File: src/hdl/keyframe_interpolator_top_macros.svh
// Assertion macros for the keyframe interpolator.
// Taken in by the RTL files that carry concurrent checks; no other dependencies.
`ifndef KEYFRAME_INTERPOLATOR_TOP_MACROS_SVH
`define KEYFRAME_INTERPOLATOR_TOP_MACROS_SVH
`ifndef SYNTHESIS
// plain property, sampled on the clock, off during reset
`define KFI_ASSERT(label, clk, rst, prop) \
   label: assert property (@(posedge clk) disable iff (rst) (prop)) \
      else $error("keyframe interpolator check failed");
// same-cycle implication
`define KFI_ASSERT_IMP(label, clk, rst, ante, cons) \
   label: assert property (@(posedge clk) disable iff (rst) (ante) |-> (cons)) \
      else $error("keyframe interpolator check failed");
// next-cycle implication
`define KFI_ASSERT_NXT(label, clk, rst, ante, cons) \
   label: assert property (@(posedge clk) disable iff (rst) (ante) |=> (cons)) \
      else $error("keyframe interpolator check failed");
`else
`define KFI_ASSERT(label, clk, rst, prop)
`define KFI_ASSERT_IMP(label, clk, rst, ante, cons)
`define KFI_ASSERT_NXT(label, clk, rst, ante, cons)
`endif
`endif

File: src/hdl/kfi_ram.sv
// Generic single-write, single-read RAM with registered read data.
// No dependencies.
module kfi_ram #(
   parameter int WIDTH = 8,
   parameter int DEPTH = 64
) (
   input  logic                     clock,
   input  logic                     wr_en,
   input  logic [$clog2(DEPTH)-1:0] wr_addr,
   input  logic [WIDTH-1:0]         wr_data,
   input  logic                     rd_en,
   input  logic [$clog2(DEPTH)-1:0] rd_addr,
   output logic [WIDTH-1:0]         rd_data
);

   logic [WIDTH-1:0] mem_ff [DEPTH];
   logic [WIDTH-1:0] rd_data_ff;

   always_ff @(posedge clock) begin
      if (wr_en) begin
         mem_ff[wr_addr] <= wr_data;
      end
      if (rd_en) begin
         rd_data_ff <= mem_ff[rd_addr];
      end
   end

   assign rd_data = rd_data_ff;

endmodule

File: config.mk
export PLATFORM = sky130hd
export DESIGN_NAME = kfi_ram
export DESIGN_NICKNAME = d
export VERILOG_FILES = /design/src/hdl/keyframe_interpolator_top_macros.svh /design/src/hdl/kfi_ram.sv
export SDC_FILE = /design/constraint.sdc
export NUM_CORES = 1
export LEC_CHECK = 0
export ABC_AREA = 1
export BUFFER_PORTS_ARGS = -buffer_cell sky130_fd_sc_hd__buf_2
export CAP_MARGIN = 5
export CELL_PAD_IN_SITES_DETAIL_PLACEMENT = 1
export CELL_PAD_IN_SITES_GLOBAL_PLACEMENT = 2
export CORE_AREA = 2 2 232 234
export CTS_BUF_LIST = sky130_fd_sc_hd__clkbuf_8
export DETAILED_ROUTE_END_ITERATION = 12
export DIE_AREA = 0 0 234 236
export MAX_ROUTING_LAYER = met4
export PLACE_DENSITY = 0.78
export SLEW_MARGIN = 25
export SYNTH_ARGS = -nofsm -noshare
export SYNTH_HDL_FRONTEND = slang
export SYNTH_SLANG_ARGS = --single-unit
File: constraint.sdc
create_clock -name clock -period 2.5 [get_ports clock]
set_clock_uncertainty 0.1 [all_clocks]
set_input_delay 0.75 -clock clock [delete_from_list [all_inputs] [get_ports clock]]
set_output_delay 0.75 -clock clock [all_outputs]
set_load 0.02 [all_outputs]
== Yosys cells after proc, flatten, opt, wreduce, memory -nomap -nowiden ==
Memories as Yosys holds them, arrays and structs flattened. A register that Yosys moved wholly into a read port is not among the register bits.
Cells that the tools add are included.
Cells by class
  mux-type cells: 2
Operator list (count)
  2-to-1 mux 1 bit: 2
Word-level totals
  memory bits (writable): 512
  input bits: 23
  register bits: 0
  memories kept: 1
Memory list
  mem_ff: words 64, bits a word 8, read ports 1, clocked after Yosys merged registers in 1, write ports 1, line kfi_ram.sv:16  | logic [WIDTH-1:0] mem_ff [DEPTH];

== Longest topological paths before layout ==
  word-level depth: 2
  depth in mapped cells: 12
  gate-level depth less buffers: 9

== Worst setup path after synthesis ==
OpenSTA, ideal clock, no wires.
  path kind: input -> register
  start point: input wr_en
  end point: memory mem_ff[48][0], enable pin
  stages on the path: 3
  path slack: -0.116 ns
  buffers on the path: 1
  arrival: 2.121 ns
  cells stage by stage: clkbuf_1 -> nand4_1 -> nor4_1
Between the ends
  longest elaborated chain between the ends: 2
Ends and longest elaborated chain
  start, declared: line kfi_ram.sv:8  | input logic wr_en,
  2-to-1 mux 1 bit: line kfi_ram.sv:20  | if (wr_en) begin
  2-to-1 mux 1 bit (implied by the code): line kfi_ram.sv:21  | mem_ff[wr_addr] <= wr_data;
  end, declared: line kfi_ram.sv:16
Every way passes these cells.

== Final worst setup path ==
  start point: register rd_data_ff[4] (netlist: rd_data[4]) (read register of mem_ff)
  end point: output rd_data[4]
RTL lines
  start, declared: line kfi_ram.sv:17  | logic [WIDTH-1:0] rd_data_ff;
  end, declared: line kfi_ram.sv:13  | output logic [WIDTH-1:0] rd_data
No word-level cell between the ends.

==> qor.csv <==
stage,metric,value,unit
outcome,status,"complete, no violations",
drt,drc_errors,0,
global_routing,grt_pass1_vias,14976,
floorplan,num_rows,85,
power,ir_drop,0.449,mV
floorplan,num_io_pins,31,
placed_design,dp_hpwl,37.6,mm
clocking,cts.repair.resized,0,
setup_path,cp.arrival,1360,ps
logic_synthesis,yosys_warnings,0,
cells_and_area,seqCellArea,15600,um^2
setup_path,max_stage_delay,490,ps
logic_synthesis,yosysSeqAreaShare,72.9,%
sta,slew_headroom,45.2,%
setup_path,cp_num_buf_inv,1,
power,power_density,712,nW/um^2
floorplan,initial_core_util,40.4,%
logic_synthesis,syn_area,21400,um^2
clocking,cts_tree,done,
setup_path,r2r_cells,8,
logic_synthesis,synthDistinctLibCells,15,
global_routing,antenna_found_initial,2,
drt,vias,14389,
logic_synthesis,synth_nets,1828,
drt,drt_first_pass_iters,5,
cells_and_area,fillers,5596,
drt,ant_nets,0,
sta,rsz0062_at_grt,no,
sta,setup_violations,0,
global_routing,grt_pass1_wl,93.8,mm
drt,detail_route.vias_per_cell,5.33,
sta,period_minus_slack,2210,ps
floorplan,die_w,234,um
sta,hold_ws,380,ps
setup_path,critPathKind,reg -> out,
clocking,clock_latency,670,ps
placed_design,placed_area,23100,um^2
setup_path,cp-end-kind,output port,
setup_path,path_depth,1,
sta,period_share,88.4,%
global_routing,grt_max_degree,87,
sta,max_freq,0.452,GHz
cells_and_area,final_core_util,46.1,%
setup_path,path_cells,buf_2,
setup_path,required,1650,ps
logic_synthesis,avgSynthCellArea,11.9,um^2
clocking,postCtsSetupRepairBufs,0,
hold_path,holdPathStages,1,
hold_path,hp-class,in -> reg,
clocking,cts_buffers,85,
placed_design,dp_cells,2555,
cells_and_area,drive_gt1_share,13.1,%
global_routing,gr-usage-all-layers,23.6,%
sta,drv_slew,0,
clocking,ctsHoldBuffers,0,
cells_and_area,nNetsFinal,1969,
setup_path,cp_max_fo,1,
drt,wire_per_inst,22.7,um
floorplan,dieHeight,236,um
job,drv_cap,0,
setup_path,crit_family,flip-flops,
placed_design,place_congestion,0.825,
cells_and_area,synthToLayoutAreaGrowth,14.3,%
clocking,cts.sinks,520,
floorplan,core-area,53100,um^2
logic_synthesis,syn_inst,1805,
logic_synthesis,synth_seq_cells,520,
clocking,root_buffer,clkbuf_8,
clocking,htreeDepth,3,
clocking,clockBufferDepth,3,
floorplan,dieArea,55200,um^2
cells_and_area,multiInputGateArea,4950,um^2
clocking,clkTransAtPathRegs,60,ps
global_routing,overflow,0,
cells_and_area,fin_area,24500,um^2
sta,tightest_slew,822,ps
setup_path,cp-start-kind,register,
power,power.leakage,9.05,nW
placed_design,port_buffers,30,
cells_and_area,final_cells,2701,
setup_path,slowest_stage,edfxtp_1,
drt,first_iter_violations,1144,
sta,hold_viol_final,0,
drt,wl,61.3,mm
## worst paths after layout
kind	start	to	slack, ps
max	rd_data[4]	rd_data[4]	290
min	rd_en	rd_data[1]	380
max reg2reg	mem_ff[57][7]	rd_data[7]	930
min reg2reg	mem_ff[63][5]	rd_data[5]	810
## cell type report
cell class	count	share of cell area (%)
clock inverters	59	0.976
diodes	2	0.0204
clock buffers	85	4.78
repair buffers	167	6.45
flip-flops and latches	520	63.8
multi-input cells	1160	20.2
inverters	12	0.225
well taps	696	3.56
## power breakdown
part	leakage, nW	switching, W	internal, W	total [W]
clock	0.833	0.00332	0.00314	0.00646
sequential	4.69	0.0000331	0.00967	0.00970
combinational	3.54	0.000905	0.000367	0.00127
total	9.05	0.00426	0.0132	0.0174
## synthesized netlist by cell type
| master | number | area, um^2 |
|---|---|---|
| buf_8 | 2 | 30.0 |
| buf_6 | 35 | 394 |
| inv_2 | 1 | 3.75 |
| nor2_1 | 56 | 210 |
| nor4_1 | 8 | 50.1 |
| nand2_1 | 648 | 2430 |
| clkbuf_1 | 15 | 56.3 |
| edfxtp_1 | 520 | 15600 |
| buf_4 | 14 | 105 |
| nand3_1 | 439 | 2200 |
| inv_1 | 10 | 37.5 |
| inv_6 | 1 | 8.76 |
| nand4_1 | 9 | 56.3 |
| buf_1 | 10 | 37.5 |
| buf_2 | 37 | 185 |
## stage by stage
step | setup TNS [ps] | total power (W) | setup slack, ps
3_5_place_dp | -3.67 | 0.0112 | -3.67
4_1_cts | 0 | 0.0176 | 228
5_1_grt | 0 | 0.0181 | 255
3_3_place_gp | 0 | 0.0111 | 16.3
2_1_floorplan | -7430 | 0.0106 | -116
6_report | 0 | 0.0174 | 289
## routing by layer
metal	vias up	global-route usage (%)	share of wire [%]
met3	91	3.72	4.6
met2	308	36.8	48
met1	7347	31.6	45
met5	-	-	0
li1	6643	-	-
met4	0	7.63	2.4
## state kept, by name, indices dropped and copies added (netlist names)
name     cells
mem_ff     512
rd_data      8
## placed cells by master, fill, tap and decap left out
cell type	Yosys	final
nand2_1	648	648
edfxtp_1	520	520
nand3_1	439	439
buf_4	14	107
clkbuf_8	0	86
nor2_1	56	56
inv_1	10	41
buf_12	0	31
buf_2	37	28
clkinv_1	0	20
nand4_1	9	9
nor4_1	8	8
clkinv_2	0	4
diode_2	0	2
clkinvlp_4	0	2
inv_8	0	1
inv_4	0	1
inv_2	1	1
clkinv_4	0	1
## cell families (layout without fill, tap and decap cells)
family / count (synthesis) / after routing / synth area share [%]
flip-flops: 520 / 520 / 72.9
other: 0 / 2 / 0
AND/OR/NAND/NOR: 1160 / 1160 / 23.1
buffers and inverters: 125 / 323 / 4.01
(Power assumes the default switching activity.)
