<file path="src/hdl/keyframe_interpolator_top_macros.svh">
// Assertion macros for the keyframe interpolator.
// Taken in by the RTL files that carry concurrent checks; no other dependencies.
`ifndef KEYFRAME_INTERPOLATOR_TOP_MACROS_SVH
`define KEYFRAME_INTERPOLATOR_TOP_MACROS_SVH
`ifndef SYNTHESIS
// plain property, sampled on the clock, off during reset
`define KFI_ASSERT(label, clk, rst, prop) \
   label: assert property (@(posedge clk) disable iff (rst) (prop)) \
      else $error("keyframe interpolator check failed");
// same-cycle implication
`define KFI_ASSERT_IMP(label, clk, rst, ante, cons) \
   label: assert property (@(posedge clk) disable iff (rst) (ante) |-> (cons)) \
      else $error("keyframe interpolator check failed");
// next-cycle implication
`define KFI_ASSERT_NXT(label, clk, rst, ante, cons) \
   label: assert property (@(posedge clk) disable iff (rst) (ante) |=> (cons)) \
      else $error("keyframe interpolator check failed");
`else
`define KFI_ASSERT(label, clk, rst, prop)
`define KFI_ASSERT_IMP(label, clk, rst, ante, cons)
`define KFI_ASSERT_NXT(label, clk, rst, ante, cons)
`endif
`endif

</file>
<file path="src/hdl/kfi_pkg.sv">
// Shared constants, codes and types of the keyframe interpolator.
// No dependencies; used by every module of the block except kfi_ram.
package kfi_pkg;

   localparam int MAX_KEYS_DEF   = 64;
   localparam int FRAME_BITS_DEF = 16;

   localparam int VALUE_W     = 32;
   localparam int MODE_W      = 2;
   localparam int RATIO_W     = 16;
   localparam int KEY_INDEX_W = 6;
   localparam int KEY_COUNT_W = 7;
   localparam int IN_FRAME_W  = 16;

   localparam logic REQ_WRITE = 1'b0;
   localparam logic REQ_QUERY = 1'b1;

   localparam logic STATUS_OK    = 1'b0;
   localparam logic STATUS_EMPTY = 1'b1;

   localparam logic [MODE_W-1:0] MODE_CONSTANT = 2'd0;

   typedef enum logic [2:0] {
      ST_IDLE,
      ST_SCAN,
      ST_DIV,
      ST_BLEND,
      ST_OUT
   } state_type;

   typedef struct packed {
      logic busy;
      logic done;
   } unit_status_type;

endpackage

</file>
<file path="src/hdl/kfi_blend.sv">
// Two-stage blend: diff * ratio, then round to nearest, add past value, saturate.
// Depends on kfi_pkg.
module kfi_blend (
   input  logic                                clock,
   input  logic                                reset,
   input  logic                                start,
   input  logic signed [kfi_pkg::VALUE_W:0]    diff,
   input  logic signed [kfi_pkg::VALUE_W-1:0]  past_value,
   input  logic [kfi_pkg::RATIO_W-1:0]         ratio,
   output logic signed [kfi_pkg::VALUE_W-1:0]  value,
   output kfi_pkg::unit_status_type            status
);

   localparam int PROD_W = kfi_pkg::VALUE_W + kfi_pkg::RATIO_W + 2;
   localparam int SUM_W  = kfi_pkg::VALUE_W + 3;
   localparam int VW     = kfi_pkg::VALUE_W;
   localparam logic signed [PROD_W-1:0] ROUND_HALF = PROD_W'(1) <<< (kfi_pkg::RATIO_W - 1);

   logic signed [PROD_W-1:0] prod_ff, prod_in;
   logic signed [VW-1:0]     past_s1_ff;
   logic                     v1_ff;
   logic signed [VW-1:0]     value_ff, value_in;
   logic                     v2_ff;
   logic signed [PROD_W-1:0] rounded;
   logic signed [PROD_W-1:0] shifted;
   logic signed [SUM_W-1:0]  step;
   logic signed [SUM_W-1:0]  sum;

   assign prod_in = diff * $signed({1'b0, ratio});

   // arithmetic shift of the rounded product is the floor division
   assign rounded = prod_ff + ROUND_HALF;
   assign shifted = rounded >>> kfi_pkg::RATIO_W;
   assign step    = shifted[SUM_W-1:0];
   assign sum     = SUM_W'(past_s1_ff) + step;

   always_comb begin
      if (sum[SUM_W-1] && !(&sum[SUM_W-2:VW-1])) begin
         value_in = {1'b1, {(VW-1){1'b0}}};
      end else if (!sum[SUM_W-1] && (|sum[SUM_W-2:VW-1])) begin
         value_in = {1'b0, {(VW-1){1'b1}}};
      end else begin
         value_in = sum[VW-1:0];
      end
   end

   always_ff @(posedge clock) begin
      if (reset) begin
         v1_ff <= 1'b0;
         v2_ff <= 1'b0;
      end else begin
         v1_ff <= start;
         v2_ff <= v1_ff;
      end
      prod_ff    <= prod_in;
      past_s1_ff <= past_value;
      value_ff   <= value_in;
   end

   assign value       = value_ff;
   assign status.busy = v1_ff | v2_ff;
   assign status.done = v2_ff;

endmodule

</file>
<file path="config.mk">
export PLATFORM = sky130hd
export DESIGN_NAME = kfi_blend
export DESIGN_NICKNAME = d
export VERILOG_FILES = /design/src/hdl/keyframe_interpolator_top_macros.svh /design/src/hdl/kfi_pkg.sv /design/src/hdl/kfi_blend.sv
export SDC_FILE = /design/constraint.sdc
export NUM_CORES = 2
export LEC_CHECK = 0
export BUFFER_PORTS_ARGS = -buffer_cell sky130_fd_sc_hd__buf_2
export CAP_MARGIN = 20
export CORE_MARGIN = 1.5
export CORE_UTILIZATION = 56
export DETAILED_ROUTE_END_ITERATION = 8
export PLACE_DENSITY = 0.74
export SLEW_MARGIN = 25
export SYNTH_ARGS = -nofsm -noshare
export SYNTH_HDL_FRONTEND = slang
export SYNTH_SLANG_ARGS = --single-unit
</file>
<file path="constraint.sdc">
create_clock -name clock -period 7.05 [get_ports clock]
set_input_delay 0 -clock clock [delete_from_list [all_inputs] [get_ports clock]]
set_output_delay 0 -clock clock [all_outputs]
set_load 0.01 [all_outputs]
</file>
# Yosys cells after proc, flatten, opt, wreduce, memory -nomap -nowiden
# Index checks and enable logic that the tools add are counted.
word_totals:
  wordCells: 16
  reg_bits: 116
  in_bits: 84
classes:
  n_mux: 1
  n_reduce_logical: 6
  n_bitwise: 1
  multipliers: 1
  add_sub_neg: 2
ops:
  columns: ["op", "n"]
  rows:
  - ["50-bit by 17-bit adder with 50-bit output, second input constant", 1]
  - ["33-bit by 17-bit multiplier with 50-bit output", 1]
  - ["32-bit by 34-bit adder with 35-bit output", 1]
  - ["32-bit 2-to-1 mux", 1]
  - ["3-bit AND reduction", 1]
  - ["3-bit OR reduction", 1]
  - ["1-bit logical AND", 2]
  - ["1-bit logical NOT", 2]
  - ["1-bit bitwise OR", 1]

# Logic depth before layout (Yosys ltp)
depth:
  ltp_word: 5
  ltp_mapped: 25
  ltp_nobuf: 23

# Least setup slack after synthesis
# Ideal clock, no wire load.
synth_timing:
  path_kind: "input to register"
  startpoint: "in ratio[2] (netlist bit)"
  endpoint: "reg prod_ff[49]"
  path_buffers: 2
  arrival_ns: 5.745
  stages: 22
  slack_ns: 1.233
  required_time_ns: 6.978
  path_cell_list: "clkbuf_1 nand2_1 inv_1 fa_1 fa_1 fa_1 fa_1 fa_1 inv_1 fa_1 inv_1 ha_1 clkbuf_1 a21o_1 a21o_1 a21oi_1 o21ai_0 a21oi_1 o32a_1 nor2_1 a2111oi_0 xnor2_1"
synth_between:
  elab_chain_len: 1
synth_lines:
  columns: ["element", "line", "source"]
  rows:
  - ["start: declaration", "kfi_blend.sv:9", "input logic [kfi_pkg::RATIO_W-1:0] ratio,"]
  - ["33-bit by 17-bit multiplier with 50-bit output", "kfi_blend.sv:29", "assign prod_in = diff * $signed({1'b0, ratio});"]
  - ["net prod_in[49]", "kfi_blend.sv:19", "logic signed [PROD_W-1:0] prod_ff, prod_in;"]
  - ["end signal: assignment", "kfi_blend.sv:55", "prod_ff <= prod_in;"]
  - ["end: declaration", "kfi_blend.sv:19", null]
# The timed path passes the listed nets, and every way through them passes these cells.
# A chain may end at the register's enable or synchronous reset.

# Final worst setup path
layout_timing:
  startpoint: "in ratio[5] (netlist bit)"
  endpoint: "reg prod_ff[43]"
# Same word-level chain as after synthesis.

==> out/summary.log <==
INFO  run_status     run_status=finished, final reports clean
INFO  critical_path  critical_path_required=7.31ns
INFO  global_route   grt.met1_usage=0.396
INFO  synth          seq_area_frac_synth=0.0893
INFO  global_route   use_met2=0.463
INFO  global_route   grt_pass1_wl=94,700um
INFO  synth          syn_area_per_cell=8.98um^2
INFO  final_layout   syn2layout_area_growth=7.01%
INFO  timing         worst_slew_margin_rel=0.480
INFO  critical_path  critical_path_arrival=6.58ns
INFO  floorplan      die_h=204um
INFO  synth          synth_top_flop_cell=sky130_fd_sc_hd__dfxtp_1
INFO  synth          ys_ff_latch=101
INFO  floorplan      rows=73
INFO  timing         slew_viol_final=0
INFO  floorplan      floorplan.die_area=41,700um^2
INFO  final_layout   filler_cell_count=3,389
INFO  timing         worst_hold_slack=0.285ns
INFO  critical_path  crit_path_start_kind=primary input
INFO  clock_network  cts_buffers=9
INFO  synth          count_of_flip_flops_with_a_built_in_enable_after_synthesis=0
INFO  clock_network  numClockSinks=101
INFO  critical_path  crit_fanout=33
INFO  timing         fin_skew=0.0125ns
INFO  floorplan      starting_density=0.569
INFO  synth          cell_area_after_synthesis=22,600um^2
INFO  timing         fin_crit_sh=0.896
INFO  synth          total_nets_after_synthesis=3,259
INFO  place          place_area=23,600um^2
INFO  timing         tns=0ns
INFO  drt            routed_wl=58,300um
INFO  place          hpwl=48,100um
INFO  drt            route.antenna.remaining_nets=0
INFO  floorplan      ioPinCount=118
INFO  clock_network  clk_path_buf_depth=2
INFO  drt            drt-pass1-iter-count=5
INFO  drt            detail_route.vias_per_cell=5.44
INFO  floorplan      placeableCoreArea=39,800um^2
INFO  place          routabilityCongestion=0.913
INFO  critical_path  critical_path_class=in -> reg
INFO  timing         tightest_slew=0.780ns
INFO  timing         finalCriticalPeriod=6.31ns
INFO  global_route   first_global_vias=18,300
INFO  drt            drt_first_iter_violations=1,216
INFO  final_layout   post-route-util=0.608
INFO  timing         setup_viol=0
INFO  drt            post_drt_wl_per_cell=18.7um
INFO  clock_network  cts_post_setup_buffers_inserted=0
INFO  global_route   globalRouteMet3Util=0.0907
INFO  clock_network  htreeDepth=3
INFO  final_layout   nets=3,330
INFO  place          placement.io_buffers=117
INFO  critical_path  worst_r2r_path_depth=16
INFO  timing         clock.fmax=158MHz
INFO  clock_network  worst_skew_late_latency=0.35ns
INFO  timing         hold_viol_final=0
INFO  global_route   global_route.overflow_total=0
INFO  synth          synthArstFlopShare=0
INFO  final_layout   layout-drive-gt1-share=0.0643
INFO  global_route   grt_start_max_net_pins=34
INFO  synth          syn-instance-count=2,521
INFO  flow_run       max_cap_violations=0
INFO  clock_network  cts_hold_buffers=34
INFO  synth          synth_cell_types=67
INFO  global_route   initial_antenna_violation_count=2
INFO  drt            drc_errors=0
INFO  drt            num_vias=16,989
INFO  clock_network  cts_tree=done
INFO  global_route   grt_use_total=0.293
INFO  timing         rsz0062_at_grt=no
INFO  critical_path  setup.worst_path.end_class=flop
INFO  clock_network  clk_pin_slew_worst_paths=0.08ns
INFO  clock_network  clock_tree_root_buffer_cell=sky130_fd_sc_hd__clkbuf_16
INFO  min_path       worst_hold_path.num_cells=2
INFO  clock_network  ctsResizeCount=0
INFO  final_layout   finish.instance_area=24,200um^2
INFO  global_route   grt.busiest_layer=met2
INFO  floorplan      die_w=204um
INFO  synth          ys_warn_count=0
INFO  min_path       min-delay-path-class=in -> reg
[stage by stage]
stage | setup WS (ns) | std cells
floorplan | 1.23 | 2521
global placement | 0.591 | 3072
detailed placement | 0.423 | 3072
CTS | 0.807 | 3122
global route | 0.423 | 3122
finish | 0.735 | 3125
[metal layers]
| metal | wire length (um) | share of wire |
|---|---|---|
| met4 | 1110 | 0.019 |
| met3 | 6490 | 0.11 |
| met1 | 24600 | 0.42 |
| met2 | 26100 | 0.45 |
| met5 | 13 | 0.00022 |
[kinds of logic (layout without fill, tap and decap cells)]
kind of cell    after synthesis  after routing  synth area share
simple gates                727            727             0.151
buf+inv                     667            743             0.112
fa+ha+maj                   654            654             0.528
compound gates              265            265            0.0785
xor+xnor                    105            105            0.0406
flops                       101            101            0.0893
mux                           2              2          0.000939
other cells                   0              3                 0
[final cells by class]
type | count | area, um^2 | area share
Timing Repair Buffer | 168 | 1050 | 0.0435
Clock buffer | 9 | 225 | 0.00929
Multi-Input combinational cell | 1753 | 18100 | 0.747
Inverter | 559 | 2100 | 0.0866
Antenna cell | 3 | 7.51 | 0.000310
Tap cell | 525 | 657 | 0.0271
Sequential cell | 101 | 2020 | 0.0834
Clock inverter | 7 | 70.1 | 0.00289
[cells in the final DEF (no fill, tap or decap), types with 37 or more instances in the layout]
master,instances
sky130_fd_sc_hd__a21oi_1,83
sky130_fd_sc_hd__and2_1,190
sky130_fd_sc_hd__buf_2,117
sky130_fd_sc_hd__dfxtp_1,101
sky130_fd_sc_hd__fa_1,502
sky130_fd_sc_hd__ha_1,152
sky130_fd_sc_hd__inv_1,559
sky130_fd_sc_hd__nand2_1,402
sky130_fd_sc_hd__nand3_1,37
sky130_fd_sc_hd__xnor2_1,68
sky130_fd_sc_hd__xor2_1,37
[registers in the layout, summed over array words and instances, names as in the netlist]
signal,flops
past_s1_ff,32
prod_ff,35
v1_ff,1
v2_ff,1
value,32
[critical path: stages]
cell and delay (ns):
sky130_fd_sc_hd__buf_2 0.48, sky130_fd_sc_hd__and2_1 0.24, sky130_fd_sc_hd__fa_1 0.39, sky130_fd_sc_hd__inv_1 0.08
sky130_fd_sc_hd__fa_1 0.44, sky130_fd_sc_hd__fa_1 0.51, sky130_fd_sc_hd__fa_1 0.55, sky130_fd_sc_hd__inv_1 0.05
sky130_fd_sc_hd__fa_1 0.49, sky130_fd_sc_hd__fa_1 0.41, sky130_fd_sc_hd__ha_1 0.33, sky130_fd_sc_hd__a2111oi_0 0.44
sky130_fd_sc_hd__o21ai_0 0.16, sky130_fd_sc_hd__o211ai_1 0.20, sky130_fd_sc_hd__nand2_1 0.19, sky130_fd_sc_hd__a41oi_1 0.53
sky130_fd_sc_hd__o31ai_2 0.19, sky130_fd_sc_hd__a31oi_1 0.51, sky130_fd_sc_hd__nor2_1 0.09, sky130_fd_sc_hd__a311oi_1 0.25
[final timing paths]
check             slack [ns]        endpoint           start
setup / recovery        0.74     prod_ff[43]        ratio[5]
hold / removal          0.28  past_s1_ff[29]  past_value[29]
setup reg to reg        1.92       value[21]     prod_ff[17]
hold reg to reg         0.46           v2_ff           v1_ff
[cells in the mapped netlist, drive strengths merged (2+ instances only)]
cell type | count | area (um^2)
a2111oi | 3 | 32.5
a211o | 2 | 17.5
a211oi | 3 | 22.5
a21boi | 2 | 15.0
a21o | 34 | 255
a21oi | 85 | 440
a221o | 2 | 20.0
a221oi | 2 | 17.5
a311oi | 4 | 35.0
a31o | 6 | 52.6
a31oi | 10 | 62.6
a41oi | 5 | 58.8
and2 | 191 | 1190
and3 | 17 | 106
and4 | 5 | 43.8
buf | 11 | 62.6
clkbuf | 97 | 364
dfxtp | 101 | 2020
fa | 502 | 10000
ha | 152 | 1900
inv | 559 | 2100
nand2 | 402 | 1510
nand2b | 4 | 25.0
nand3 | 37 | 185
nand4 | 9 | 56.3
nand4b | 2 | 17.5
nor2 | 32 | 120
nor2b | 10 | 62.6
nor3 | 7 | 35.0
o2111ai | 3 | 26.3
o211ai | 5 | 37.5
o21a | 36 | 270
o21ai | 36 | 180
o21ba | 3 | 30.0
o21bai | 9 | 67.6
o221ai | 3 | 26.3
o22a | 2 | 17.5
o31ai | 3 | 27.5
or2 | 2 | 12.5
or3 | 5 | 31.3
xnor2 | 68 | 596
xor2 | 37 | 324
Power is not shown: default switching activity piles up to over one toggle a cycle in this logic, so the estimate is an artifact.
