$ cat src/hdl/keyframe_interpolator_top_macros.svh
// Assertion macros for the keyframe interpolator.
// Taken in by the RTL files that carry concurrent checks; no other dependencies.
`ifndef KEYFRAME_INTERPOLATOR_TOP_MACROS_SVH
`define KEYFRAME_INTERPOLATOR_TOP_MACROS_SVH
`ifndef SYNTHESIS
// plain property, sampled on the clock, off during reset
`define KFI_ASSERT(label, clk, rst, prop) \
   label: assert property (@(posedge clk) disable iff (rst) (prop)) \
      else $error("keyframe interpolator check failed");
// same-cycle implication
`define KFI_ASSERT_IMP(label, clk, rst, ante, cons) \
   label: assert property (@(posedge clk) disable iff (rst) (ante) |-> (cons)) \
      else $error("keyframe interpolator check failed");
// next-cycle implication
`define KFI_ASSERT_NXT(label, clk, rst, ante, cons) \
   label: assert property (@(posedge clk) disable iff (rst) (ante) |=> (cons)) \
      else $error("keyframe interpolator check failed");
`else
`define KFI_ASSERT(label, clk, rst, prop)
`define KFI_ASSERT_IMP(label, clk, rst, ante, cons)
`define KFI_ASSERT_NXT(label, clk, rst, ante, cons)
`endif
`endif

$ cat src/hdl/kfi_pkg.sv
// Shared constants, codes and types of the keyframe interpolator.
// No dependencies; used by every module of the block except kfi_ram.
package kfi_pkg;

   localparam int MAX_KEYS_DEF   = 64;
   localparam int FRAME_BITS_DEF = 16;

   localparam int VALUE_W     = 32;
   localparam int MODE_W      = 2;
   localparam int RATIO_W     = 16;
   localparam int KEY_INDEX_W = 6;
   localparam int KEY_COUNT_W = 7;
   localparam int IN_FRAME_W  = 16;

   localparam logic REQ_WRITE = 1'b0;
   localparam logic REQ_QUERY = 1'b1;

   localparam logic STATUS_OK    = 1'b0;
   localparam logic STATUS_EMPTY = 1'b1;

   localparam logic [MODE_W-1:0] MODE_CONSTANT = 2'd0;

   typedef enum logic [2:0] {
      ST_IDLE,
      ST_SCAN,
      ST_DIV,
      ST_BLEND,
      ST_OUT
   } state_type;

   typedef struct packed {
      logic busy;
      logic done;
   } unit_status_type;

endpackage

$ cat src/hdl/kfi_ratio_div.sv
// Bit-serial restoring divider: ratio = floor(d * 2^16 / span), with d < span.
// Depends on kfi_pkg.
module kfi_ratio_div #(
   parameter int FRAME_BITS = kfi_pkg::FRAME_BITS_DEF
) (
   input  logic                         clock,
   input  logic                         reset,
   input  logic                         start,
   input  logic [FRAME_BITS-1:0]        d,
   input  logic [FRAME_BITS-1:0]        span,
   output logic [kfi_pkg::RATIO_W-1:0]  ratio,
   output kfi_pkg::unit_status_type     status
);

   localparam int CNT_W = $clog2(kfi_pkg::RATIO_W);

   logic [FRAME_BITS-1:0]       rem_ff, rem_in;
   logic [FRAME_BITS-1:0]       span_ff, span_in;
   logic [kfi_pkg::RATIO_W-1:0] q_ff, q_in;
   logic [CNT_W-1:0]            cnt_ff, cnt_in;
   logic                        busy_ff, busy_in;
   logic                        done_ff, done_in;
   logic [FRAME_BITS:0]         shifted;
   logic                        take;

   // remainder stays below span, so twice it fits one extra bit
   assign shifted = {rem_ff, 1'b0};
   assign take    = shifted >= {1'b0, span_ff};

   always_comb begin
      rem_in  = rem_ff;
      span_in = span_ff;
      q_in    = q_ff;
      cnt_in  = cnt_ff;
      busy_in = busy_ff;
      done_in = 1'b0;
      if (start) begin
         rem_in  = d;
         span_in = span;
         q_in    = '0;
         cnt_in  = '0;
         busy_in = 1'b1;
      end else if (busy_ff) begin
         rem_in = take ? FRAME_BITS'(shifted - {1'b0, span_ff}) : shifted[FRAME_BITS-1:0];
         q_in   = {q_ff[kfi_pkg::RATIO_W-2:0], take};
         cnt_in = cnt_ff + CNT_W'(1);
         if (cnt_ff == CNT_W'(kfi_pkg::RATIO_W - 1)) begin
            busy_in = 1'b0;
            done_in = 1'b1;
         end
      end
   end

   always_ff @(posedge clock) begin
      if (reset) begin
         busy_ff <= 1'b0;
         done_ff <= 1'b0;
      end else begin
         busy_ff <= busy_in;
         done_ff <= done_in;
      end
      rem_ff  <= rem_in;
      span_ff <= span_in;
      q_ff    <= q_in;
      cnt_ff  <= cnt_in;
   end

   assign ratio       = q_ff;
   assign status.busy = busy_ff;
   assign status.done = done_ff;

endmodule

$ cat config.mk
export PLATFORM = sky130hd
export DESIGN_NAME = kfi_ratio_div
export DESIGN_NICKNAME = d
export VERILOG_FILES = /design/src/hdl/keyframe_interpolator_top_macros.svh /design/src/hdl/kfi_pkg.sv /design/src/hdl/kfi_ratio_div.sv
export SDC_FILE = /design/constraint.sdc
export NUM_CORES = 1
export LEC_CHECK = 0
export BUFFER_PORTS_ARGS = -buffer_cell sky130_fd_sc_hd__buf_2
export CORE_MARGIN = 5
export CORE_UTILIZATION = 45
export CTS_CLUSTER_DIAMETER = 50
export DETAILED_ROUTE_END_ITERATION = 12
export PLACE_DENSITY = 0.72
export SYNTH_ARGS = -nofsm -noshare
export SYNTH_HDL_FRONTEND = slang
export SYNTH_SLANG_ARGS = --single-unit
$ cat constraint.sdc
create_clock -name clock -period 7.4 [get_ports clock]
set_clock_uncertainty 0.2 [all_clocks]
set_input_delay 2.22 -clock clock [delete_from_list [all_inputs] [get_ports clock]]
set_output_delay 2.22 -clock clock [all_outputs]
set_load 0.02 [all_outputs]
# --- Word level (Yosys, flattened, before mapping) ---
# Index checks and enable logic that the tools add are counted.
op_classes:
  magnitude_cmp: 1
  mux: 7
  reduce_logical: 2
  addsub: 2
  bitwise: 1
  eq_ne: 1
ops:
  columns: ["cell", "n"]
  rows:
  - ["2-to-1 mux 16 bit", 3]
  - [">= comparator 17 x 16 -> 1 bit", 1]
  - ["subtractor 16 bit", 1]
  - ["adder 4 x 1 -> 4 bit, second input constant", 1]
  - ["equality test 4 bit, second input constant", 1]
  - ["2-to-1 mux 1 bit", 4]
  - ["OR reduction 3 bit", 1]
  - ["nonzero test 2 bit", 1]
  - ["inverter 1 bit", 1]
word_totals:
  inputBits: 35
  register_bits: 54

# --- Depth between registers and ports, before layout ---
# Gate-level depths: netlist of run 1.
logic_depth:
  word_depth: 4
  ltp_mapped: 12
  mapped_depth_nobuf: 9

# --- Worst setup path before layout of run 1 ---
# Ideal clock, no wire load.
synth_path:
  kind: "in2reg"
  from: "input port start"
  to: "register rem_ff[14] (data pin)"
  stages: 4
  setup_ns: 0.269
  t_arrival_ns: 3.127
  setup_slack_ns: 3.805
  required_ns: 6.931
  path_cell_list: "clkbuf_1 > clkbuf_1 > buf_1 > o31ai_1"
synth_between:
  elab_chain_len: 1
synth_rtl:
  columns: ["item", "line_no", "source"]
  rows:
  - ["start, declared", "kfi_ratio_div.sv:8", "input logic start,"]
  - ["2-to-1 mux 16 bit", "kfi_ratio_div.sv:37", "if (start) begin"]
  - ["named net rem_in[14]", "kfi_ratio_div.sv:17", "logic [FRAME_BITS-1:0] rem_ff, rem_in;"]
  - ["end signal, assigned", "kfi_ratio_div.sv:62", "rem_ff <= rem_in;"]
  - ["end, declared", "kfi_ratio_div.sv:17", null]
# The timed path passes the listed nets, and every way through them passes these cells.
# A chain may end at the register's enable or synchronous reset.

# --- Worst setup path after layout of run 1 ---
layout_path:
  from: "register busy_ff"
  to: "output port status[1] in the netlist's numbering"
layout_rtl:
  columns: ["item", "line_no", "source"]
  rows:
  - ["start, declared", "kfi_ratio_div.sv:21", "logic busy_ff, busy_in;"]
  - ["start signal, assigned", "kfi_ratio_div.sv:59", "busy_ff <= busy_in;"]
  - ["end, declared", "kfi_ratio_div.sv:12", "output kfi_pkg::unit_status_type status"]
# No word-level cell between the ends.

==> flow_metrics.tcl, run 1 <==
set metrics [dict create \
    rows 29 \
    cpPeakStageDelay_ns 1.07 \
    fp.dieH_um 91.8 \
    drcViolationCount 0 \
    postCtsResizedCells 0 \
    hp-class "flop to flop" \
    maxSlewViolCount 0 \
    synthCells 299 \
    synth_nets 352 \
    drt_wl_total_mm 6.12 \
    p_per_area_nw_per_um2 330 \
    worstRegToRegCells 8 \
    path_cells "buf_2" \
    worstMarginPinSlew_ns 1.12 \
    whs_endpoint "done_ff$_SDFF_PP0_" \
    overflow 0 \
    wire_per_inst_um 14.5 \
    viasPerCell 5.47 \
    synthFlopType "edfxtp_1" \
    drt_iter0_drc 115 \
    r2r-end "rem_ff[1]$_DFFE_PP_" \
    instances_no_fill 421 \
    fill_cells 606 \
    yosysSeqAreaShare 0.466 \
    cts_made_buffers 5 \
    hpwl_mm 4.45 \
    max_cap_viol_count 0 \
    initial_core_util 0.469 \
    tritoncts "built" \
    ios 53 \
    min_delay_path_depth 2 \
    timing.slew.headroom 0.256 \
    grt_usage 0.152 \
    chipWidth_um 91.8 \
    synth_area_leaders "edfxtp_1 (32%), dfxtp_1 (15%), ha_1 (7.1%)" \
    syn_area_per_cell_um2 10.1 \
    ys_ff_latch 54 \
    clock_sink_count 54 \
    drt_pass1_iterations 4 \
    yosysWarnings 0 \
    r2r_start "rem_ff[13]$_DFFE_PP_" \
    status "complete, no violations" \
    synth_top_area_frac 0.319 \
    dp_cells 413 \
    diodes 0 \
    cts_setup_buffers 0 \
    startpoint_type "flop" \
    grt_antenna_before_repair 0 \
    synth_area_leader_cell "edfxtp_1" \
    fin_crit_ns 4.12 \
    gp_congestion 0.848 \
    worstPathMaxFanout 24 \
    finalCritPeriodShare 0.556 \
    min-delay-start "cnt_ff[3]$_SDFFE_PP0P_" \
    r2r_slack_ns 4.16 \
    grt_pass1_vias 2323 \
    vdd_drop_max_mv 0.162 \
    path_delay_family "flip-flops" \
    synth_cell_types 50 \
    grt_pass1_wl_mm 10.6 \
    cpMaxStageDelayCell "dfxtp_1" \
    num_vias 2303 \
    clk_latency_ns 0.31 \
    synthToLayoutAreaGrowth_pct 13.3 \
    setup_viol 0 \
    grt_max_degree 53 \
    rsz0062_at_grt "no" \
    critPathRequiredTime_ns 4.98 \
    worstPathArrival_ns 1.70 \
    syn-cell-area_um2 3010 \
    cts-root-buf "clkbuf_8" \
    clk_pin_slew_ns 0.10 \
    cts_max_path_buffers 2 \
    hold_buffers 0 \
    critical_path_class "flop to output port" \
    io_buffers 52 \
    hold_viol_final 0 \
    htree_levels 2 \
    async_reset_ff_frac 0 \
    power.leakage_nw 1.48 \
    layout_commonest_cell "buf_2" \
    die-area_um2 8420 \
    most-common-layout-cells "buf_2 (52), nor2_1 (32), edfxtp_1 (32)" \
    synth-edff-count 32 \
    antenna_left 0 \
    fin_setup_tns_ns 0 \
    nNetsFinal 396 \
    coreArea_um2 6420 \
    timing.fmax_mhz 243 \
    crit_buf_inv 1 \
    end_kind "output port" \
    drive_gt1_frac 0.195 \
]
==> synthesized netlist by cell type (2+ instances only) <==
master and n:
nor2b_1 8, nand3b_1 6, nor2_1 32, ha_1 17, xnor2_1 6, clkbuf_1 9
or4_1 2, o21ai_0 14, mux2_2 3, mux2i_1 19, a21o_1 4, xor2_1 6
a21oi_1 17, buf_4 2, o211ai_1 2, nor4b_1 2, o31ai_1 2, dfxtp_1 22
inv_1 19, a221o_1 5, nand3_1 5, o311ai_0 5, edfxtp_1 32, o21ai_1 2
a211oi_1 3, nand2b_1 3, o21a_1 3, buf_2 3, nor3_1 6, nand4_1 3
nand2_1 18
==> logic make-up after synthesis <==
| family | count (synthesis) | share of synthesized area |
|---|---|---|
| xor gates and xnor gates | 12 | 0.0349 |
| muxes | 22 | 0.0744 |
| and+or+nand+nor | 93 | 0.155 |
| buffers and inverters | 35 | 0.0499 |
| DFF | 54 | 0.466 |
| adders and majority gates | 18 | 0.0773 |
| AOI/OAI and AO/OA | 65 | 0.143 |
==> worst max path at each step <==
stage / cells past startpoint / startpoint / end / slack [ns]
global placement: 4 / start / rem_ff[4]$_DFFE_PP_ / 3.19
global route: 1 / busy_ff$_SDFF_PP0_ / status[1] / 3.15
floorplan: 4 / start / rem_ff[14]$_DFFE_PP_ / 3.80
CTS: 1 / busy_ff$_SDFF_PP0_ / status[1] / 3.24
finish: 1 / busy_ff$_SDFF_PP0_ / status[1] / 3.28
detailed placement: 4 / start / rem_ff[4]$_DFFE_PP_ / 3.14
==> sequential cells by signal, indices dropped and copies added, names as in the netlist <==
name     cells
cnt_ff       4
ratio       16
done_ff      1
rem_ff      16
busy_ff      1
span_ff     16
==> per-stage QoR <==
| step | total power, mW | area, um^2 | hold slack, ns | utilization | setup slack, ns |
|---|---|---|---|---|---|
| 3_3_place_gp | 0.915 | 3290 | 0.275 | 0.513 | 3.19 |
| 2_1_floorplan | 0.837 | 3010 | 0.254 | - | 3.80 |
| 5_1_grt | 1.22 | 3410 | 0.346 | 0.531 | 3.15 |
| 6_report | 1.12 | 3410 | 0.287 | 0.531 | 3.28 |
| 4_1_cts | 1.13 | 3410 | 0.295 | 0.531 | 3.24 |
| 3_5_place_dp | 0.929 | 3290 | 0.279 | 0.513 | 3.14 |
==> area by class of cell <==
class,instances,area (um^2),area share
inverters,19,71.3,0.0209
clock buffers,7,108,0.0315
repair buffers,53,268,0.0785
well taps,77,96.3,0.0282
clock inverters,1,8.76,0.00257
multi-input cells,210,1460,0.427
flip-flops and latches,54,1400,0.411
==> power breakdown <==
part / internal (mW) / switching (mW) / leakage, nW
Sequential: 0.383 / 0.0303 / 0.498
Clock: 0.0979 / 0.0993 / 0.0600
Combinational: 0.220 / 0.294 / 0.918
==> per-layer routing <==
| metal | track usage | vias up | part of all wire |
|---|---|---|---|
| met5 | 0 | - | 0 |
| met1 | 0.208 | 1089 | 0.50 |
| met3 | 0.0426 | 4 | 0.050 |
| li1 | - | 1163 | - |
| met2 | 0.239 | 47 | 0.45 |
| met4 | 0.0396 | 0 | 0.0049 |
No activity file was read; power rests on OpenSTA's default activity.
==> inputs of run 2 (changes only) <==
--- a/config.mk
+++ b/config.mk
@@ -10,7 +10,7 @@
 export CORE_UTILIZATION = 45
 export CTS_CLUSTER_DIAMETER = 50
 export DETAILED_ROUTE_END_ITERATION = 12
-export PLACE_DENSITY = 0.72
+export PLACE_DENSITY = 0.75
 export SYNTH_ARGS = -nofsm -noshare
 export SYNTH_HDL_FRONTEND = slang
 export SYNTH_SLANG_ARGS = --single-unit
==> constraint.sdc (replaced) <==
create_clock -name clock -period 3.5 [get_ports clock]
set_clock_uncertainty 0.2 [all_clocks]
set_input_delay 1.05 -clock clock [delete_from_list [all_inputs] [get_ports clock]]
set_output_delay 1.05 -clock clock [all_outputs]
set_load 0.02 [all_outputs]
==> flow_metrics.tcl, run 2 (synthesis gave the netlist of run 1 again) <==
set metrics [dict create \
    max_cap_viol_count 0 \
    p_total_mw 2.38 \
    critPathRequiredTime_ns 3.38 \
    p_per_area_nw_per_um2 694 \
    ios 53 \
    antenna_left 0 \
    hp-class "flop to flop" \
    cts_max_path_buffers 2 \
    overflow 0 \
    initial_core_util 0.469 \
    htree_levels 2 \
    hpwl_mm 4.62 \
    final_util 0.534 \
    cts-root-buf "clkbuf_8" \
    cts_made_buffers 5 \
    power.leakage_nw 1.49 \
    num_vias 2312 \
    coreArea_um2 6420 \
    diodes 0 \
    fin_crit_ns 3.07 \
    clock_sink_count 54 \
    hold_viol_final 0 \
    startpoint_type "flop" \
    fp.dieH_um 91.8 \
    timing.slew.headroom 0.553 \
    finalCritPeriodShare 0.877 \
    viasPerCell 5.43 \
    postCtsResizedCells 0 \
    drcViolationCount 0 \
    synthToLayoutAreaGrowth_pct 14.0 \
    critical_path_class "flop to flop" \
    tritoncts "built" \
    end_kind "flop" \
    nNetsFinal 401 \
    most-common-layout-cells "buf_2 (52), nor2_1 (32), edfxtp_1 (32)" \
    worstMarginPinSlew_ns 0.671 \
    clk_pin_slew_ns 0.11 \
    cts_setup_buffers 0 \
    maxSlewViolCount 0 \
    grt_pass1_wl_mm 10.7 \
    timing.fmax_mhz 326 \
    stdcell_area_um2 3430 \
    drive_gt1_frac 0.206 \
    grt_usage 0.151 \
    worstPathMaxFanout 16 \
    place_area_um2 3330 \
    grt_pass1_vias 2339 \
    grt_max_degree 41 \
    clk_latency_ns 0.32 \
    rsz0062_at_grt "no" \
    layout_commonest_cell "buf_2" \
    setup_viol 0 \
    status "complete, no violations" \
    worstPathArrival_ns 2.95 \
    vdd_drop_max_mv 0.325 \
    fin_setup_tns_ns 0 \
    hold_buffers 0 \
    wire_per_inst_um 14.6 \
    drt_pass1_iterations 4 \
    drt_iter0_drc 203 \
    drt_wl_total_mm 6.23 \
    grt_antenna_before_repair 0 \
    die-area_um2 8420 \
    chipWidth_um 91.8 \
    io_buffers 52 \
    gp_congestion 0.919 \
    rows 29 \
]
-- run 2: cell types whose count changed in the layout (fill, tap and decap cells not counted) --
cell,before,now
buf_4,1,6
clkbuf_16,1,0
clkbuf_8,6,5
clkinv_4,0,1
inv_8,0,1
-- run 2: path summary, 6_finish.rpt --
path                            slack (ns)             endpoint                    from  cells after the start
worst min register to register        0.29   done_ff$_SDFF_PP0_  cnt_ff[3]$_SDFFE_PP0P_                      2
worst max-delay path                  0.43  rem_ff[4]$_DFFE_PP_    rem_ff[13]$_DFFE_PP_                      9
worst min-delay path                  0.29   done_ff$_SDFF_PP0_  cnt_ff[3]$_SDFFE_PP0P_                      2
worst max register to register        0.43  rem_ff[4]$_DFFE_PP_    rem_ff[13]$_DFFE_PP_                      9
-- run 2: cell type report --
cell class	instances	area [um^2]
fillers	570	2990
multi-input cells	210	1460
flip-flops and latches	54	1400
repair buffers	58	305
well taps	77	96.3
inverters	19	71.3
clock buffers	5	68.8
clock inverters	3	28.8
-- run 2: critical path, cell delays in order, from the launching register on --
cell and delay (ns):
edfxtp_1 0.42, ha_1 0.40, a21oi_1 0.33, o211ai_1 0.14, o311ai_1 0.14, and2_4 0.21, a21o_1 0.32, buf_4 0.28
a2111oi_0 0.09, a221o_1 0.29
-- run 2: power by group --
part           total, mW  switching (mW)  internal [mW]
Clock              0.380           0.229          0.150
Sequential         0.866          0.0571          0.809
Combinational       1.13           0.637          0.497
Total               2.38           0.924           1.46
-- run 2: per-layer routing --
metal  vias to the layer above  global-route usage  routed length, um
met5                         -                   0                  0
met1                      1058               0.201               2900
met4                         0              0.0371                 53
met3                         7              0.0450                508
met2                        72               0.244               2770
li1                       1175                   -                  -
-- run 2: metrics by stage --
| step | setup WS [ns] | hold WS [ns] | cells |
|---|---|---|---|
| final | 0.432 | 0.287 | 426 |
| after global routing | 0.191 | 0.329 | 426 |
| after CTS | 0.414 | 0.287 | 426 |
| after detailed placement | 0.434 | 0.270 | 418 |
| after global placement | 0.588 | 0.272 | 418 |
| after floorplan | 0.896 | 0.254 | 299 |
==> inputs of run 3 (changes only) <==
==> constraint.sdc (replaced) <==
create_clock -name clock -period 3.5 [get_ports clock]
set_clock_uncertainty 0.2 [all_clocks]
set_input_delay 0.175 -clock clock [delete_from_list [all_inputs] [get_ports clock]]
set_output_delay 0.175 -clock clock [all_outputs]
set_load 0.02 [all_outputs]
==> flow_metrics.tcl, run 3 (synthesis gave the netlist of run 1 again) <==
set metrics [dict create \
    most-common-layout-cells "buf_2 (52), nor2_1 (32), edfxtp_1 (32)" \
    pwr-share-clk 0.152 \
    vdd_drop_max_mv 0.267 \
    timing.fmax_mhz 359 \
    place_ws_ns 0.772 \
    dp_cells 418 \
    clk_latency_ns 0.31 \
    crit_buf_inv 1 \
    clk_pin_slew_ns 0.10 \
    p_total_mw 2.41 \
    max_cap_viol_count 0 \
    clock_sink_count 54 \
    rsz0062_at_grt "no" \
    initial_core_util 0.469 \
    cts_made_buffers 5 \
    overflow 0 \
    maxSlewViolCount 0 \
    p_seq_frac 0.360 \
    grt_pass1_vias 2313 \
    critPathRequiredTime_ns 3.36 \
    fp.dieH_um 91.8 \
    grt_max_degree 36 \
    fin_crit_ns 2.78 \
    final_util 0.581 \
    ios 53 \
    finalCritPeriodShare 0.795 \
    worstMarginPinSlew_ns 0.649 \
    path_cells "ha_1 > a21oi_1 > o211ai_1 > o311ai_1 > and2_4 > a21o_1 > buf_4 > a2111oi_0 > a221o_1" \
    rows 29 \
    critical_path_class "flop to flop" \
    wire_per_inst_um 13.8 \
    startpoint_type "flop" \
    timing.final.ws_setup_ns 0.717 \
    diodes 0 \
    layout_commonest_cell "buf_2" \
    chipWidth_um 91.8 \
    status "complete, no violations" \
    fill_cells 573 \
    p_int_mw 1.49 \
    worstPathArrival_ns 2.64 \
    setup_viol 0 \
    multi_input_area_um2 1460 \
    fin_setup_tns_ns 0 \
    regArea_um2 1400 \
    hp-class "input port to flop" \
    synthToLayoutAreaGrowth_pct 24.0 \
    end_kind "flop" \
    hold_viol_final 0 \
    gp_congestion 0.930 \
    htree_levels 2 \
    power.leakage_nw 1.62 \
    cts_max_path_buffers 2 \
    switchingPower_mw 0.918 \
    antenna_left 0 \
    grt_pass1_wl_mm 10.6 \
    drt_wl_total_mm 6.28 \
    num_vias 2448 \
    drt_iter0_drc 149 \
    swShare 0.381 \
    p_comb_frac 0.487 \
    instances_no_fill 456 \
    p_per_area_nw_per_um2 646 \
    drive_gt1_frac 0.190 \
    viasPerCell 5.37 \
    path_delay_family "compound AO/OA/AOI/OAI gates" \
    nNetsFinal 431 \
    coreArea_um2 6420 \
    grt_antenna_before_repair 0 \
    grt_usage 0.151 \
    io_buffers 52 \
    die-area_um2 8420 \
    cts-root-buf "clkbuf_8" \
    drt_pass1_iterations 4 \
    cpPeakStageDelay_ns 0.41 \
    worstPathMaxFanout 15 \
    timing.slew.headroom 0.567 \
    tritoncts "built" \
    hpwl_mm 4.57 \
    drcViolationCount 0 \
    cpMaxStageDelayCell "edfxtp_1" \
]
run 3: cell types whose count changed in the layout (fill, tap and decap cells not counted):
cell           before  now
dlygate4sd3_1       0   30
inv_6               1    0
clkinv_4            1    2
run 3: final timing paths:
check | startpoint | to | slack, ns | depth (start not counted)
max reg2reg | rem_ff[13]$_DFFE_PP_ | rem_ff[4]$_DFFE_PP_ | 0.72 | 9
min | d[15] | rem_ff[15]$_DFFE_PP_ | 0.003 | 3
max | rem_ff[13]$_DFFE_PP_ | rem_ff[4]$_DFFE_PP_ | 0.72 | 9
min reg2reg | cnt_ff[3]$_SDFFE_PP0P_ | done_ff$_SDFF_PP0_ | 0.29 | 2
run 3: tightest hold or removal path, delay by kind of cell:
kind / cells / cell delay, ns
compound gates: 2 / 0.15
buf+inv: 1 / 0.08
run 3: power groups by stage:
stage | combinational [mW] | sequential [mW] | clock [mW]
after floorplan | 0.905 | 0.864 | 0
after global placement | 1.11 | 0.874 | 0
after detailed placement | 1.13 | 0.882 | 0
after CTS | 1.17 | 0.868 | 0.379
after global routing | 1.30 | 0.879 | 0.408
final | 1.17 | 0.868 | 0.367
run 3: timing repair:
action | CTS | global route
setup buffers | 0 | 0
hold buffers | 30 | 0
endpoints found under the hold margin | 31 | 0
gates resized for setup | 0 | 0
run 3: layer usage:
metal / up-vias / track usage / part of all wire
met3: 6 / 0.0360 / 0.057
li1: 1246 / - / -
met5: - / 0 / 0
met4: 0 / 0.0272 / 0.0073
met1: 1133 / 0.209 / 0.48
met2: 63 / 0.243 / 0.46
run 3: through the flow:
step | hold slack [ns] | cell area, um^2
after CTS | 0.00507 | 3730
after global placement | 0.152 | 3330
after floorplan | 0.0474 | 3010
after global routing | 0.0129 | 3730
after detailed placement | 0.152 | 3330
final | 0.00332 | 3730
run 3: layout make-up:
cell class | instances | share of cell area
clock buffers | 5 | 0.0185
inverters | 19 | 0.0191
clock inverters | 3 | 0.00772
repair buffers | 88 | 0.162
flip-flops and latches | 54 | 0.376
well taps | 77 | 0.0258
multi-input cells | 210 | 0.391
